===== config.mk =====
export PLATFORM = sky130hd
export DESIGN_NAME = sdspi_ctrl
export DESIGN_NICKNAME = d
export VERILOG_FILES = /design/src/rtl/core/sdspi_pkg.sv /design/src/rtl/core/sdspi_ctrl.sv
export SDC_FILE = /design/constraint.sdc
export NUM_CORES = 1
export LEC_CHECK = 0
export ABC_CLOCK_PERIOD_IN_PS = 2000
export BUFFER_PORTS_ARGS = -buffer_cell sky130_fd_sc_hd__buf_2
export CAP_MARGIN = 40
export CORE_MARGIN = 2
export CORE_UTILIZATION = 47
export DETAILED_ROUTE_END_ITERATION = 8
export PLACE_DENSITY_LB_ADDON = 0.08
export SYNTH_ARGS = -nofsm -noshare
export SYNTH_HDL_FRONTEND = slang
export SYNTH_SLANG_ARGS = --single-unit
export TNS_END_PERCENT = 100

===== constraint.sdc =====
create_clock -name clk_i -period 2 [get_ports clk_i]
set_clock_uncertainty 0.15 [all_clocks]
set_input_delay 0.3 -clock clk_i [delete_from_list [all_inputs] [get_ports clk_i]]
set_output_delay 0.3 -clock clk_i [all_outputs]
set_load 0.05 [all_outputs]

===== src/rtl/core/sdspi_pkg.sv =====
// sdspi_pkg: shared types, constants and crc-7 helper for the spi-mode card responder
// no dependencies
package sdspi_pkg;

  localparam int unsigned SectorsDefault = 64;
  localparam int unsigned BlkBytes = 512;

  localparam logic [1:0] KindWrite = 2'd0;
  localparam logic [1:0] KindPeek = 2'd1;
  localparam logic [1:0] KindRead = 2'd2;
  localparam logic [1:0] KindStat = 2'd3;

  localparam logic [7:0] ByteToken = 8'hFE;
  localparam logic [7:0] ByteIdle = 8'hFF;
  localparam logic [7:0] ByteStatus = 8'hC0;
  localparam logic [7:0] OpMask = 8'h3F;
  localparam logic [7:0] R1Range = 8'h20;
  localparam logic [7:0] R1Crc = 8'h09;
  localparam logic [7:0] R1Accept = 8'h05;
  localparam logic [7:0] OpAcmd41 = 8'd105;
  localparam logic [7:0] OpCmd0 = 8'd0;
  localparam logic [7:0] OpCmd8 = 8'd8;
  localparam logic [7:0] OpCmd12 = 8'd12;
  localparam logic [7:0] OpCmd17 = 8'd17;
  localparam logic [7:0] OpCmd18 = 8'd18;
  localparam logic [7:0] OpCmd24 = 8'd24;
  localparam logic [7:0] OpCmd55 = 8'd55;
  localparam logic [7:0] OpCmd58 = 8'd58;

  localparam logic [1:0] CardSdv1 = 2'd0;
  localparam logic [1:0] CardSdhc = 2'd2;

  typedef enum logic [3:0] {
    PsIdle, PsR1, PsR3, PsR7, PsRdAck, PsRmAck, PsWrAck,
    PsRead, PsRmrd, PsRmnxt, PsWrWait, PsWrite
  } proto_e;

  // controller sequencing
  typedef enum logic [2:0] {
    CsClear, CsIdle, CsCopy, CsDone
  } ctrl_e;

  // copy direction
  typedef enum logic [1:0] {
    CpNone, CpFetch, CpCommit
  } copy_e;

  // controller to datapath
  typedef struct packed {
    logic  step;       // process accepted item
    logic  clr_wr;     // write zero to store at count
    logic  cp_rd;      // read source at count
    logic  cp_wr;      // write destination at delayed count
    copy_e dir;
  } ctrl_cmd_t;

  // datapath to controller
  typedef struct packed {
    logic  start_copy;
    copy_e dir;
  } dp_stat_t;

  function automatic logic [7:0] crc7_byte(logic [7:0] crc, logic [7:0] b);
    logic [7:0] c;
    c = crc ^ b;
    for (int i = 0; i < 8; i++) begin
      c = c[7] ? ((c << 1) ^ 8'h12) : (c << 1);
    end
    return c;
  endfunction

endpackage


===== src/rtl/core/sdspi_ctrl.sv =====
// sdspi_ctrl: sequencer for clear pass, sector copies and handshakes
// depends on sdspi_pkg
module sdspi_ctrl
  import sdspi_pkg::*;
#(
  parameter int unsigned Sectors = SectorsDefault,
  localparam int unsigned StoreAw = $clog2(Sectors * BlkBytes) < 9 ? 9
                                    : $clog2(Sectors * BlkBytes)
) (
  input  logic              clk_i,
  input  logic              rst_ni,
  input  logic              in_valid,
  output logic              in_stall,
  input  logic              out_valid_q,
  input  logic              out_stall,
  input  dp_stat_t          stat,
  output ctrl_cmd_t         cmd,
  output logic [StoreAw:0]  cnt_o,
  output logic              out_set
);

  localparam logic [StoreAw:0] ClearLast = (StoreAw+1)'(Sectors * BlkBytes - 1);

  ctrl_e state_q, state_d;
  logic [StoreAw:0] cnt_q, cnt_d;
  copy_e dir_q, dir_d;

  assign cnt_o = cnt_q;

  // state register
  always_ff @(posedge clk_i or negedge rst_ni) begin
    if (!rst_ni) begin
      state_q <= CsClear;
      cnt_q <= '0;
      dir_q <= CpNone;
    end else begin
      state_q <= state_d;
      cnt_q <= cnt_d;
      dir_q <= dir_d;
    end
  end

  // next state and commands
  always_comb begin
    state_d = state_q;
    cnt_d = cnt_q;
    dir_d = dir_q;
    cmd = '0;
    cmd.dir = dir_q;
    in_stall = 1'b1;
    out_set = 1'b0;
    unique case (state_q)
      CsClear: begin
        cmd.clr_wr = 1'b1;
        cnt_d = cnt_q + 1'b1;
        if (cnt_q == ClearLast) begin
          state_d = CsIdle;
          cnt_d = '0;
        end
      end
      CsIdle: begin
        in_stall = out_valid_q && out_stall;
        if (in_valid && !in_stall) begin
          cmd.step = 1'b1;
          if (stat.start_copy) begin
            state_d = CsCopy;
            dir_d = stat.dir;
            cnt_d = '0;
          end else begin
            out_set = 1'b1;
          end
        end
      end
      CsCopy: begin
        cmd.cp_rd = (cnt_q < (StoreAw+1)'(BlkBytes));
        cmd.cp_wr = (cnt_q != '0);
        cnt_d = cnt_q + 1'b1;
        if (cnt_q == (StoreAw+1)'(BlkBytes)) state_d = CsDone;
      end
      CsDone: begin
        out_set = 1'b1;
        dir_d = CpNone;
        state_d = CsIdle;
      end
      default: state_d = CsIdle;
    endcase
  end

  // no item taken during the clear pass
  assert property (@(posedge clk_i) disable iff (!rst_ni)
    state_q == CsClear |-> in_stall) else $error("item during clear");
  // copy length bounded
  assert property (@(posedge clk_i) disable iff (!rst_ni)
    state_q == CsCopy |-> cnt_q <= (StoreAw+1)'(BlkBytes)) else $error("copy overrun");
  // copy always ends in done
  assert property (@(posedge clk_i) disable iff (!rst_ni)
    state_q == CsCopy && cnt_q == (StoreAw+1)'(BlkBytes) |=> state_q == CsDone)
    else $error("copy end lost");

endmodule


==> results.toml <==
[global_route]
grt_usage_pct = 22.10
antenna_found_initial = 0
grt-ovfl-total = 0
grt_pass1_wl_um = 5609
grt_max_degree = 22
grt_pass1_vias = 1240

[placement]
io_buffers = 31
place_ws_ps = -165.3
place.gp.congestion = 0.7855
post_dp_cell_area_um2 = 1593
dp_hpwl_um = 2327

[layout]
final_area_um2 = 1818
layout-drive-gt1-share_pct = 48.74
area_growth_pct = 45.45
diodes = 0
fin_nets = 214

[detailed_routing]
first_pass_iters = 4
drt-total-wl_um = 3529
postRouteAntennaNets = 0
vias = 1350
vias_per_cell = 5.895
drt-initial-drc-count = 50
post_drt_wl_per_cell_um = 15.41
drc = 0

[hold_path]
hold_path.class = "in -> reg"

[timing]
holdWs_ps = 244.5
setup_viol = 3
max_slew.worst_pin.slew_ps = 456.9
rsz0062_at_grt = "yes"
max_freq_mhz = 466.3
finalSetupTns_ps = -290.0
finalHoldViolCount = 0
period_needed_ps = 2144
drv_slew = 0
fin_ws_ps = -144.4
finalCritPeriodShare_pct = 107.2
max_slew_margin_pct = 69.54

[die]
initial_utilization_pct = 50.00
fp.coreArea_um2 = 2500
die_area_um2 = 3088
die_x_um = 55.57
io_pins = 32
die_h_um = 55.57
core.rowCount = 18

[worst_setup_path]
critPathMaxFanout = 2
critPathArrivalTime_ps = 1690
endpoint_kind = "output port"
startpoint_type = "register"
criticalPathCategory = "reg -> out"
cp_data_required_time_ps = 1550

[synthesis]
synth_cells = 142
synth_edf_count = 0
synth-simple-area-share_pct = 23.92
synth.largest_area_cell = "dfrtp_1"
syn_area_per_cell_um2 = 8.802
synthAdderAreaFrac_pct = 6.006
synth_commonest_cells = "20 x dfrtp_1, 19 x a31oi_1, 19 x nand2_1"
synth.area.mux_share_pct = 0.9009
synth_top_family_by_area = "compound AO/OA/AOI/OAI gates"
synth_top_area_share_pct = 40.04
synth_xor_area_share_pct = 0
synth-async-reset-ratio_pct = 100.0
ys.warnings.count = 0
yosys.cell_count.top_type = "dfrtp_1"
synth_flop_cell = "dfrtp_1"
synth_compound_area_share_pct = 25.43
synth.ff_latch_count = 20
syn_nets = 156
yosys-top-cells-area = "dfrtp_1 40%, a31oi_1 9.5%, ha_1 6.0%"
synthesis.area_um2 = 1250
synth.distinct_cells = 33
ys_seq_area_share_pct = 40.04

[pwr]
p_sw_share_pct = 45.08
p_clk_share_pct = 17.0
power_switching_mw = 0.5627
power_mw = 1.248
leakage_nw = 0.8858
combPwrFrac_pct = 36.2
p_int_mw = 0.6855
vdd_drop_max_mv = 0.7330
seqPwrFrac_pct = 46.8
power_density_nw_per_um2 = 686.6

[run_status]
violations = "negative setup slack"
status = "finished with violations"

[clocking]
cts_buffer_depth = 2
insertion_delay_ps = 310
clk_pin_slew_ps = 120
root_buffer = "clkbuf_4"
h-tree-depth = 1
cts_inserted_buffers = 3
clkSinkCount = 20
cts_tree = "done"

[job]
drv_cap = 0
[layout make-up]
cell class / count / area [um2]
sequential: 20 / 520.5
tap: 30 / 37.54
fill: 180 / 681.9
inverter: 8 / 30.03
timing repair buffer: 57 / 375.4
clock buffer: 4 / 26.28
multi-input combinational: 110 / 828.3
[registers in the layout (all words and copies together), names as in the netlist]
name     cells
cnt_o       16
dir_q        2
state_q      2
[power groups by stage]
stage / clock [mW] / combinational, mW / sequential (mW)
2_1_floorplan: 0 / 0.125 / 0.749
3_3_place_gp: 0 / 0.430 / 0.571
3_5_place_dp: 0 / 0.433 / 0.574
4_1_cts: 0.213 / 0.447 / 0.582
5_1_grt: 0.230 / 0.484 / 0.600
6_report: 0.212 / 0.452 / 0.584
[worst max-delay path: stages (launching register included)]
cell and delay (ps):
dfrtp_2 430, inv_1 60, ha_1 150, nor4b_4 220
nand2_1 80, o31a_1 270, buf_6 160
[per-layer routing]
layer  global-route usage, %  wire length (um)  up-vias
met2                   37.76              1715       50
met4                   6.272                66        0
li1                        -                 -      654
met3                   3.721               206        9
met5                       0                 0        -
met1                   28.74              1541      637
[kinds of logic after synthesis]
family,Yosys count
AOI/OAI and AO/OA,46
adders and majority gates,6
buffers and inverters,12
DFF,20
muxes,1
and+or+nand+nor,57
[path summary, 6_finish.rpt]
path                            from         end  slack (ps)  cells past startpoint
min in group asynchronous     rst_ni    cnt_o[3]         300                      2
setup reg to reg            cnt_o[1]  state_q[1]        -120                      7
hold / removal               stat[0]    dir_q[0]         240                      4
max in group asynchronous     rst_ni  state_q[0]        1060                      2
hold reg to reg            cnt_o[14]   cnt_o[14]         370                      1
setup / recovery            cnt_o[0]      cmd[2]        -140                      6
[layout by cell type (no fill, tap or decap), types with 2 or more instances in the layout]
cell type  count
buf_2         28
buf_4         24
nand2_1       18
a31oi_1       17
dfrtp_2       16
o21ai_0       14
nor2_1         9
inv_1          8
nand3_1        8
nor4_2         4
dfrtp_1        4
buf_6          4
o31ai_1        3
a41oi_1        3
nand2b_1       3
ha_4           3
clkbuf_4       3
and3_2         2
a31oi_2        2
a2bb2oi_1      2
and3_1         2
ha_1           2
[metrics by stage]
stage | util [%] | cells
detailed placement | 63.71 | 215
CTS | 69.57 | 227
global placement | 63.71 | 215
floorplan | - | 142
finish | 72.72 | 229
global route | 72.72 | 229
[repair_timing]
| item | CTS | global route |
|---|---|---|
| setup buffers | 8 | 1 |
| pin swaps | 3 | 0 |
| gates resized for setup | 13 | 13 |
| hold buffers | 1 | 0 |
| gates cloned | 0 | 1 |
| setup endpoints to repair | 6 | 18 |
| endpoints found under the hold margin | 20 | 0 |
Note: power is estimated with default switching activity, not from simulation.
